===== src/rtl/core/spq_pkg.sv =====
// Package for the sorted priority queue unit: widths, command and status codes,
// and the structs passed between the cells, the reduction tree and the top level.
// Depends on nothing.
package spq_pkg;

    localparam int CMD_W  = 2;
    localparam int DATA_W = 32;
    localparam int PRIO_W = 8;
    localparam int ST_W   = 2;
    localparam int OCC_W  = 5;

    localparam logic [CMD_W-1:0] CMD_INSERT  = 2'd0;
    localparam logic [CMD_W-1:0] CMD_POP     = 2'd1;
    localparam logic [CMD_W-1:0] CMD_TAKE_EQ = 2'd2;
    localparam logic [CMD_W-1:0] CMD_TAKE_GE = 2'd3;

    localparam logic [ST_W-1:0] ST_OK      = 2'd0;
    localparam logic [ST_W-1:0] ST_EMPTY   = 2'd1;
    localparam logic [ST_W-1:0] ST_NOMATCH = 2'd2;
    localparam logic [ST_W-1:0] ST_FULL    = 2'd3;

    typedef struct packed {
        logic              valid;
        logic [PRIO_W-1:0] prio;
        logic [DATA_W-1:0] data;
    } spq_entry_t;

    typedef struct packed {
        logic le;
        logic ge;
        logic hit;
    } spq_flag_t;

    typedef struct packed {
        logic              sample;
        logic [CMD_W-1:0]  cmd;
        logic [PRIO_W-1:0] key;
        logic              ins;
        logic              rem;
        logic              pop;
    } spq_ctrl_t;

    typedef struct packed {
        logic              any;
        logic [DATA_W-1:0] data;
    } spq_leaf_t;

endpackage


===== src/rtl/core/spq_cell.sv =====
// One slot of the sorted chain: holds an entry and its compare flags, and shifts
// toward its neighbors on insert and removal. Depends on spq_pkg.
module spq_cell import spq_pkg::*;
(
    input  logic              clk,
    input  logic              rst_n,
    input  spq_ctrl_t         ctrl,
    input  logic [DATA_W-1:0] din,
    input  spq_entry_t        left_entry,
    input  spq_flag_t         left_flag,
    input  spq_entry_t        right_entry,
    output spq_entry_t        entry,
    output spq_flag_t         flag,
    output spq_leaf_t         leaf
);

    logic              valid_reg;
    logic              valid_next;
    logic [PRIO_W-1:0] prio_reg;
    logic [PRIO_W-1:0] prio_next;
    logic [DATA_W-1:0] data_reg;
    logic [DATA_W-1:0] data_next;
    spq_flag_t         flag_reg;
    spq_flag_t         flag_next;
    logic              first;

    assign entry = '{valid: valid_reg, prio: prio_reg, data: data_reg};
    assign flag  = flag_reg;
    assign first = flag_reg.hit && !left_flag.hit;
    assign leaf  = '{any: first, data: first ? data_reg : '0};

    always_comb
    begin
        flag_next  = flag_reg;
        valid_next = valid_reg;
        prio_next  = prio_reg;
        data_next  = data_reg;
        if (ctrl.sample)
        begin
            flag_next.le = valid_reg && (prio_reg <= ctrl.key);
            flag_next.ge = valid_reg && (prio_reg >= ctrl.key);
            case (ctrl.cmd)
                CMD_POP:     flag_next.hit = valid_reg;
                CMD_TAKE_EQ: flag_next.hit = valid_reg && (prio_reg == ctrl.key);
                CMD_TAKE_GE: flag_next.hit = valid_reg && (prio_reg >= ctrl.key);
                default:     flag_next.hit = 1'b0;
            endcase
        end
        if (ctrl.ins && !flag_reg.le)
        begin
            if (left_flag.le)
            begin
                valid_next = 1'b1;
                prio_next  = ctrl.key;
                data_next  = din;
            end
            else
            begin
                valid_next = left_entry.valid;
                prio_next  = left_entry.prio;
                data_next  = left_entry.data;
            end
        end
        if (ctrl.rem && (ctrl.pop || flag_reg.ge))
        begin
            valid_next = right_entry.valid;
            prio_next  = right_entry.prio;
            data_next  = right_entry.data;
        end
    end

    always_ff @(posedge clk or negedge rst_n)
    begin
        if (!rst_n)
        begin
            valid_reg <= 1'b0;
        end
        else
        begin
            valid_reg <= valid_next;
        end
    end

    always_ff @(posedge clk)
    begin
        prio_reg <= prio_next;
        data_reg <= data_next;
        flag_reg <= flag_next;
    end

endmodule


===== config.mk =====
export PLATFORM = sky130hd
export DESIGN_NAME = spq_cell
export DESIGN_NICKNAME = d
export VERILOG_FILES = /design/src/rtl/core/spq_pkg.sv /design/src/rtl/core/spq_cell.sv
export SDC_FILE = /design/constraint.sdc
export NUM_CORES = 1
export LEC_CHECK = 0
export BUFFER_PORTS_ARGS = -buffer_cell sky130_fd_sc_hd__buf_2
export CAP_MARGIN = 20
export CORE_ASPECT_RATIO = 2
export CORE_UTILIZATION = 40
export DETAILED_ROUTE_END_ITERATION = 8
export GPL_TIMING_DRIVEN = 0
export PLACE_DENSITY = 0.81
export SKIP_LAST_GASP = 1
export SLEW_MARGIN = 20
export SYNTH_ARGS = -nofsm -noshare
export SYNTH_HDL_FRONTEND = slang
export SYNTH_SLANG_ARGS = --single-unit

===== constraint.sdc =====
create_clock -name clk -period 3.3 [get_ports clk]
set_input_delay 0.825 -clock clk [delete_from_list [all_inputs] [get_ports clk]]
set_output_delay 0.825 -clock clk [all_outputs]
set_load 0.02 [all_outputs]

==> metrics, run 1 <==
fillers=576; crit path from=left_flag[0]; GRT Overall Usage=0.2217; cell mode on critical path=buf_2; Clk Latency, worst-skew pair=slightly below 0.3 ns; routed vias/inst=4.850; Worst path max stage delay=0.36 ns; CP Launch Type=input pin; Worst EP arrival=1.94 ns; CTS Root Cell=clkbuf_16; Top Ports=210; Distinct cells, synth=26; placed cell count=approximately 560; Tcrit/Tclk final=0.8391; gr ovfl total=0; Max FO, Critical Path=10; final hold violation count=0; Inserted Diodes=0; RSZ-0062 raised after global routing=false; Slew Viols, Final=0; pre-CTS setup slack=0.4895 ns; die area=a little over 7000 sq um; Detail Placement HPWL=6.227 mm; Tmin final=about 2.8 ns; non-filler cells, final=565; top post-synthesis cells by area=edfxtp_1 (48%), mux2i_1 (15%), a21oi_1 (8.4%), and2_1 (7.4%), nor2_1 (5.9%); nets@finish=slightly above 600; fin area=4019 sq um; WS Path Type=in2out; VDD IR max=0.2811 mV; die height=118.0 um; DR WL/cell=13.55 um; number of flip-flops in the largest register=32; area grow syn2layout=49.40%; Max Fclk=361.1 MHz; total number of vias=2740; initial antenna violation count=0; Synth top area share=0.4800; CTS tree=done; status=finished clean; Synth area leader=edfxtp_1; Final WS setup=0.5308 ns; PD cells=452.0 nW/um^2; vias in the first global route=~2.7k; layout cells sized above 1=0.4927; Longest Clk Path Bufs=2; Critical Path Slowest Stage Cell=clkbuf_1; warnings from Yosys=0; Mapped Nets=roughly 400; Rows=42; pin count of the biggest net entering global routing=27; H-tree level count=2; RePlAce Congestion=0.8213; sequential area share after synthesis=0.4893; worst-path cell chain=buf_2, nor2b_1, clkbuf_1, and2_1, buf_2; WP data required=2.47 ns; CP Capture Type=primary output; Clock transition at path regs=0.06 ns; cell count after synthesis=261; clk_skew=0.004777 ns; CTS buffer count=5; worst reg-to-reg path cell count=5; Leak=just over 2 nW; Seq cells post-synth=44; first-pass GRT wire length=about 12 mm; setup bufs post-CTS=0; router iterations before antenna repair=4; IO buf count=between 200 and 250; Core ar.=6569 sq um; Cell Area, Synth=2690 sq um; Worst-Margin Slew=~0.6 ns; cts hold-fix bufs=0; worst r2r src=prio_reg[1]; DP Area=3875 sq um; Starting Density=0.4095; clock sink total=44; Rel. slew slack=0.5888; # setup viols final=0; Mean Syn Cell Area=10.31 sq um; Die W=59.99 um; post-cts gate resize count=0; overall power=0.001816 W; Hold Crit Class=in2async; Detailed Route WL=7.654 mm; DRT antenna net count=0; 1st-iter DRT viols=roughly 110; # Max-Cap Violations=0; # DRC=0
worst max-delay path, delay by kind of cell:
| family | cells | cell delay (ns) |
|---|---|---|
| buffers and inverters | 3 | 0.62 |
| AND/OR/NAND/NOR | 2 | 0.50 |
through the flow:
stage	TNS, ns	utilization	hold slack [ns]
after floorplan	0	-	0.5294
after global placement	-27.98	0.5840	0.6006
after detailed placement	0	0.5899	0.6024
after CTS	0	0.6118	0.2906
after global routing	0	0.6118	0.2926
final	0	0.6118	0.3009
layout by cell type (no fill, tap or decap), types with 3 or more instances in the layout:
cell,count
nor2_1,42
ha_1,8
nand2_1,3
buf_2,213
and2_1,32
inv_1,10
nand3_1,3
edfxtp_1,43
a21oi_1,45
mux2i_1,40
clkbuf_16,5
buf_4,11
cell families (layout without fill, tap and decap cells):
| group | count (synthesis) | count (layout) | synth area share |
|---|---|---|---|
| simple gates | 85 | 85 | 0.1540 |
| compound gates | 54 | 54 | 0.1079 |
| flops | 44 | 44 | 0.4893 |
| mux | 41 | 41 | 0.1530 |
| buf+inv | 29 | 245 | 0.05861 |
| fa+ha+maj | 8 | 8 | 0.03721 |
cells in the mapped netlist:
master    number
mux2_2         1
o211ai_1       1
o21ai_0        1
nand2_1        3
a21oi_1       45
buf_2          6
o21bai_1       1
o21bai_2       1
nor4_1         1
a211o_1        1
mux2i_1       40
nor2_1        42
o21ai_1        2
nand4_1        1
o31a_1         1
clkbuf_1       2
nand3_1        3
buf_4         11
and2_1        32
edfxtp_1      43
nor3_1         1
a31oi_1        1
ha_1           8
nor2b_1        2
dfrtp_1        1
inv_1         10
final timing paths:
| kind | to | slack, ns |
|---|---|---|
| max | leaf[9] | 0.53 |
| min | valid_reg | 0.30 |
| max reg2reg | flag[1] | 1.69 |
| min reg2reg | valid_reg | 0.74 |
| max in group asynchronous | valid_reg | 2.91 |
| min in group clk | valid_reg | 0.74 |
cell type report:
type	instances	area [sq um]	share of cell area
plain buffers	19	120.1	0.02989
well taps	88	110.1	0.02740
inverters	10	37.54	0.009340
clock inverters	3	18.77	0.004670
flip-flops and latches	44	1316	0.3275
repair buffers	208	1064	0.2646
multi-input cells	188	1227	0.3054
clock buffers	5	125.1	0.03113
power by group:
group | internal, W | total [W] | switching [W]
sequential | 0.000717 | 0.000757 | 0.0000407
combinational | 0.000235 | 0.000569 | 0.000335
clock | 0.000278 | 0.000490 | 0.000212
total | 0.00123 | 0.00182 | 0.000588
routing by layer:
layer,part of all wire,up-vias,global-route usage
met5,0,-,0
li1,-,1348,-
met3,0.056,8,0.02747
met4,0.018,0,0.08721
met2,0.57,133,0.4271
met1,0.35,1251,0.2215
Power figures use the tool's default switching activity.
==> run 2: changes to the inputs <==
CORE_UTILIZATION = 36   (was 40)
PLACE_DENSITY = 0.77   (was 0.81)
clock period = 2.4 ns   (was 3.3 ns; I/O delays follow)
==> metrics, run 2 (same netlist as run 1, synthesis figures left out) <==
initial antenna violation count=0; die height=roughly 120 um; cell mode on critical path=buf_2; total number of vias=between 2k and 3k; switching part of the total=0.3168; RSZ-0062 raised after global routing=false; Top Ports=210; WP data required=~1.8 ns; worst-path cell chain=buf_2, nor2b_1, buf_1, and2_1, buf_2; GRT Overall Usage=0.1999; VDD IR max=0.3173 mV; Inserted Diodes=0; final setup TNS=0 ns; register share of total power=0.421; WS Path Type=in2out; reg-to-reg setup timing slack=~0.65 ns; Worst path max stage delay=0.36 ns; CP Capture Type=primary output; setup bufs post-CTS=0; Worst-Margin Slew=0.7382 ns; IO buf count=207; PD cells=approximately 600 nW/um^2; Clk pwr share=0.262; internal power=roughly 0.0017 W; # setup viols final=0; Starting Density=0.3702; CTS buffer count=5; DR WL/cell=around 14 um; # DRC=0; Max FO, Critical Path=10; worst reg-to-reg path cell count=3; Core ar.=7267 sq um; clk_skew=0.005926 ns; top library cells by usage in the layout, fill and taps aside=buf_2 (213), a21oi_1 (45), edfxtp_1 (43); die area=7843 sq um; commonest non-fill, non-tap cell in the layout=buf_2; CTS Root Cell=clkbuf_16; status=finished clean; DRT antenna net count=0; CTS tree=done; Hold Crit Class=in2async; Detailed Route WL=7.964 mm; routed vias/inst=4.768; Detail Placement HPWL=6.600 mm; Worst EP arrival=approximately 1.7 ns; # Max-Cap Violations=0; Clk Latency, worst-skew pair=0.28 ns; RePlAce Congestion=0.8474; worst setup path end=leaf[21]; nets@finish=617; reg2reg end=valid_reg; layout cells sized above 1=0.4885; CP Launch Type=input pin; Clock transition at path regs=0.06 ns; gr ovfl total=0; router iterations before antenna repair=4; 1st-iter DRT viols=96; worst r2r src=flag[2]; Critical Path Slowest Stage Cell=buf_1; overall power=0.002476 W; first-pass GRT wire length=12.13 mm; final hold violation count=0; number of flip-flops in the largest register=32; vias in the first global route=2679; Longest Clk Path Bufs=2; Tcrit/Tclk final=0.9556; combinational fraction of design power=0.317; area grow syn2layout=49.30%; Rows=44; Rel. slew slack=0.5060; clock sink total=44; Slew Viols, Final=0; pin count of the biggest net entering global routing=22; H-tree level count=2; Leak=2.067 nW; Max Fclk=436.0 MHz; final core utilization=0.5527; Die W=63.13 um; crit path from=left_flag[0]; Tmin final=2.293 ns; cts hold-fix bufs=0; Net Sw Power=between 0.0007 and 0.0008 W
run 2: critical path: cells and delay by family:
kind | cells | cell delay, ns
buf+inv | 3 | 0.62
simple gates | 2 | 0.47
run 2: cell type report:
cell class	instances	area, sq um
plain buffers	19	120.1
clock buffers	7	132.6
clock inverters	1	3.754
fillers	720	3251
inverters	10	37.54
multi-input cells	188	1227
flip-flops and latches	44	1316
well taps	92	115.1
repair buffers	208	1064
run 2: through the flow:
| step | hold WS (ns) | setup WS (ns) | std cells | instance area [sq um] |
|---|---|---|---|---|
| after detailed placement | 0.3766 | 0.08905 | 561 | 3880 |
| after floorplan | 0.3044 | 0.1016 | 261 | 2694 |
| after CTS | 0.07708 | 0.08595 | 569 | 4016 |
| final | 0.08002 | 0.1066 | 569 | 4016 |
| after global routing | 0.07364 | 0.006580 | 569 | 4016 |
| after global placement | 0.3758 | -0.4460 | 560 | 3845 |
run 2: worst min-delay path by stage:
stage          startpoint   endpoint  slack (ns)
2_1_floorplan       rst_n  valid_reg        0.30
3_3_place_gp        rst_n  valid_reg        0.38
3_5_place_dp        rst_n  valid_reg        0.38
4_1_cts             rst_n  valid_reg        0.08
5_1_grt             rst_n  valid_reg        0.07
6_report            rst_n  valid_reg        0.08
run 2: power by group through the flow:
stage / registers (W) / logic (W) / clock network [W]
global placement: 0.00106 / 0.000758 / 0
floorplan: 0.00117 / 0.000343 / 0
CTS: 0.00104 / 0.000794 / 0.000662
global route: 0.00105 / 0.000852 / 0.000688
finish: 0.00104 / 0.000785 / 0.000648
detailed placement: 0.00106 / 0.000792 / 0
run 2: layer usage:
layer | wire length [um] | up-vias | track usage
met5 | 0 | - | 0
met4 | 180 | 0 | 0.07934
met3 | 406 | 12 | 0.03022
met2 | 4523 | 122 | 0.3934
met1 | 2854 | 1230 | 0.1978
li1 | - | 1349 | -
run 2: timing repair:
action | in CTS | in global routing
gates resized for setup | 0 | 1
endpoints found under the setup margin | 0 | 3
hold endpoints to repair | 0 | 0
==> run 3: changes to the inputs <==
CORE_UTILIZATION = 37   (was 36)
CTS_BUF_LIST = sky130_fd_sc_hd__clkbuf_4   (was unset)
PLACE_DENSITY = 0.79   (was 0.77)
==> metrics, run 3 (same netlist as run 1, synthesis figures left out) <==
status=finished clean; # setup viols final=0; Longest Clk Path Bufs=2; Rows=43; Worst-Margin Slew=~0.70 ns; Max FO, Critical Path=10; Worst EP arrival=1.61 ns; die area=7636 sq um; routed vias/inst=approximately 4.8; Hold Crit Class=in2reg; Max Fclk=around 450 MHz; multi-input logic area=1230 sq um; Top Ports=210; commonest non-fill, non-tap cell in the layout=buf_2; Tcrit/Tclk final=0.9204; RePlAce Congestion=0.7769; final hold violation count=0; Starting Density=0.3846; layout cells sized above 1=0.5000; DRT antenna net count=0; first-pass GRT wire length=12.11 mm; 1st-iter DRT viols=66; Clock transition at path regs=0.14 ns; top library cells by usage in the layout, fill and taps aside=buf_2 (213), a21oi_1 (45), edfxtp_1 (43); CTS buffer count=5; gr ovfl total=0; router iterations before antenna repair=4; die height=122.6 um; Slew Viols, Final=0; Sequential Area=1316 sq um; # Max-Cap Violations=0; Detail Placement HPWL=6.567 mm; PD cells=between 500 and 600 nW/um^2; CP Launch Type=flip-flop; fillers=about 640; placed cell count=559; clk_skew=0.01598 ns; GRT Overall Usage=0.2047; initial antenna violation count=1; total number of vias=between 2k and 3k; Die W=62.29 um; WS Path Type=reg2out; Tmin final=2.209 ns; number of flip-flops in the largest register=32; pin count of the biggest net entering global routing=23; area grow syn2layout=47.77%; non-filler cells, final=approximately 570; CTS Root Cell=clkbuf_4; clock sink total=44; # DRC=0; WP data required=~1.8 ns; Core ar.=around 7000 sq um; CTS tree=done; DP Area=~3900 sq um; VDD IR max=0.4209 mV; H-tree level count=2; CP Capture Type=primary output; Detailed Route WL=7.923 mm; IO buf count=a little over 200; DR WL/cell=13.92 um; RSZ-0062 raised after global routing=false; Clk Latency, worst-skew pair=0.35 ns; fin area=3975 sq um; Rel. slew slack=0.5287; nets@finish=around 600; Leak=between 2 and 2.5 nW; vias in the first global route=2775
-- run 3: cell count changes in the layout (fill, tap and decap cells not counted), sizes merged --
cell and change:
buf -1, bufinv +1, diode +1, dlygate4sd3 +1
-- run 3: final cells by class --
type,instances,area share
Inverter,10,0.009443
Timing Repair Buffer,209,0.2701
Buffer,19,0.03085
Sequential cell,44,0.3311
Clock buffer,6,0.01133
Antenna cell,1,0.0006295
Clock inverter,2,0.008813
Tap cell,90,0.02833
Multi-Input combinational cell,188,0.3094
-- run 3: worst paths after layout --
path                                 from   endpoint  slack, ns  cells past startpoint
worst max register to register    flag[2]  valid_reg       0.64                      3
worst max-delay path              flag[0]   leaf[28]       0.19                      4
worst min register to register  valid_reg  valid_reg       0.71                      1
worst min-delay path             ctrl[13]    flag[0]       0.49                      1
max in group asynchronous           rst_n  valid_reg       1.79                      2
min in group asynchronous           rst_n  valid_reg       0.53                      2
-- run 3: through the flow --
| step | setup TNS (ns) | worst slack, ns | utilization | hold WS (ns) | power (W) |
|---|---|---|---|---|---|
| 2_1_floorplan | 0 | 0.1016 | - | 0.3044 | 0.001516 |
| 3_3_place_gp | -11.29 | -0.4145 | 0.5494 | 0.3761 | 0.001814 |
| 3_5_place_dp | 0 | 0.03263 | 0.5544 | 0.3804 | 0.001851 |
| 4_1_cts | 0 | 0.05943 | 0.5676 | 0.4725 | 0.002317 |
| 5_1_grt | 0 | 0.06110 | 0.5683 | 0.4609 | 0.002418 |
| 6_report | 0 | 0.1910 | 0.5683 | 0.4917 | 0.002295 |
-- run 3: critical path, cell delays in order (launching register included) --
cell      delay [ns]
edfxtp_1        0.38
nor2b_2         0.29
buf_2           0.26
and2_1          0.16
buf_2           0.16
-- run 3: timing repair --
item | CTS | global route
setup buffers | 0 | 0
resized for setup | 1 | 4
setup endpoints to repair | 20 | 19
endpoints found under the hold margin | 1 | 0
hold buffers | 1 | 0
-- run 3: power breakdown --
group / switching (W) / internal [W] / leakage [nW] / total, W
registers: 0.0000560 / 0.000983 / 0.428 / 0.00104
logic: 0.000466 / 0.000325 / 1.58 / 0.000791
clock network: 0.000235 / 0.000230 / 0.0457 / 0.000465
-- run 3: routing by layer --
layer | wire, um | track usage | up-vias
met5 | 0 | 0 | -
li1 | - | - | 1350
met4 | 213 | 0.09302 | 0
met1 | 2739 | 0.1950 | 1243
met2 | 4584 | 0.4135 | 119
met3 | 385 | 0.03625 | 15
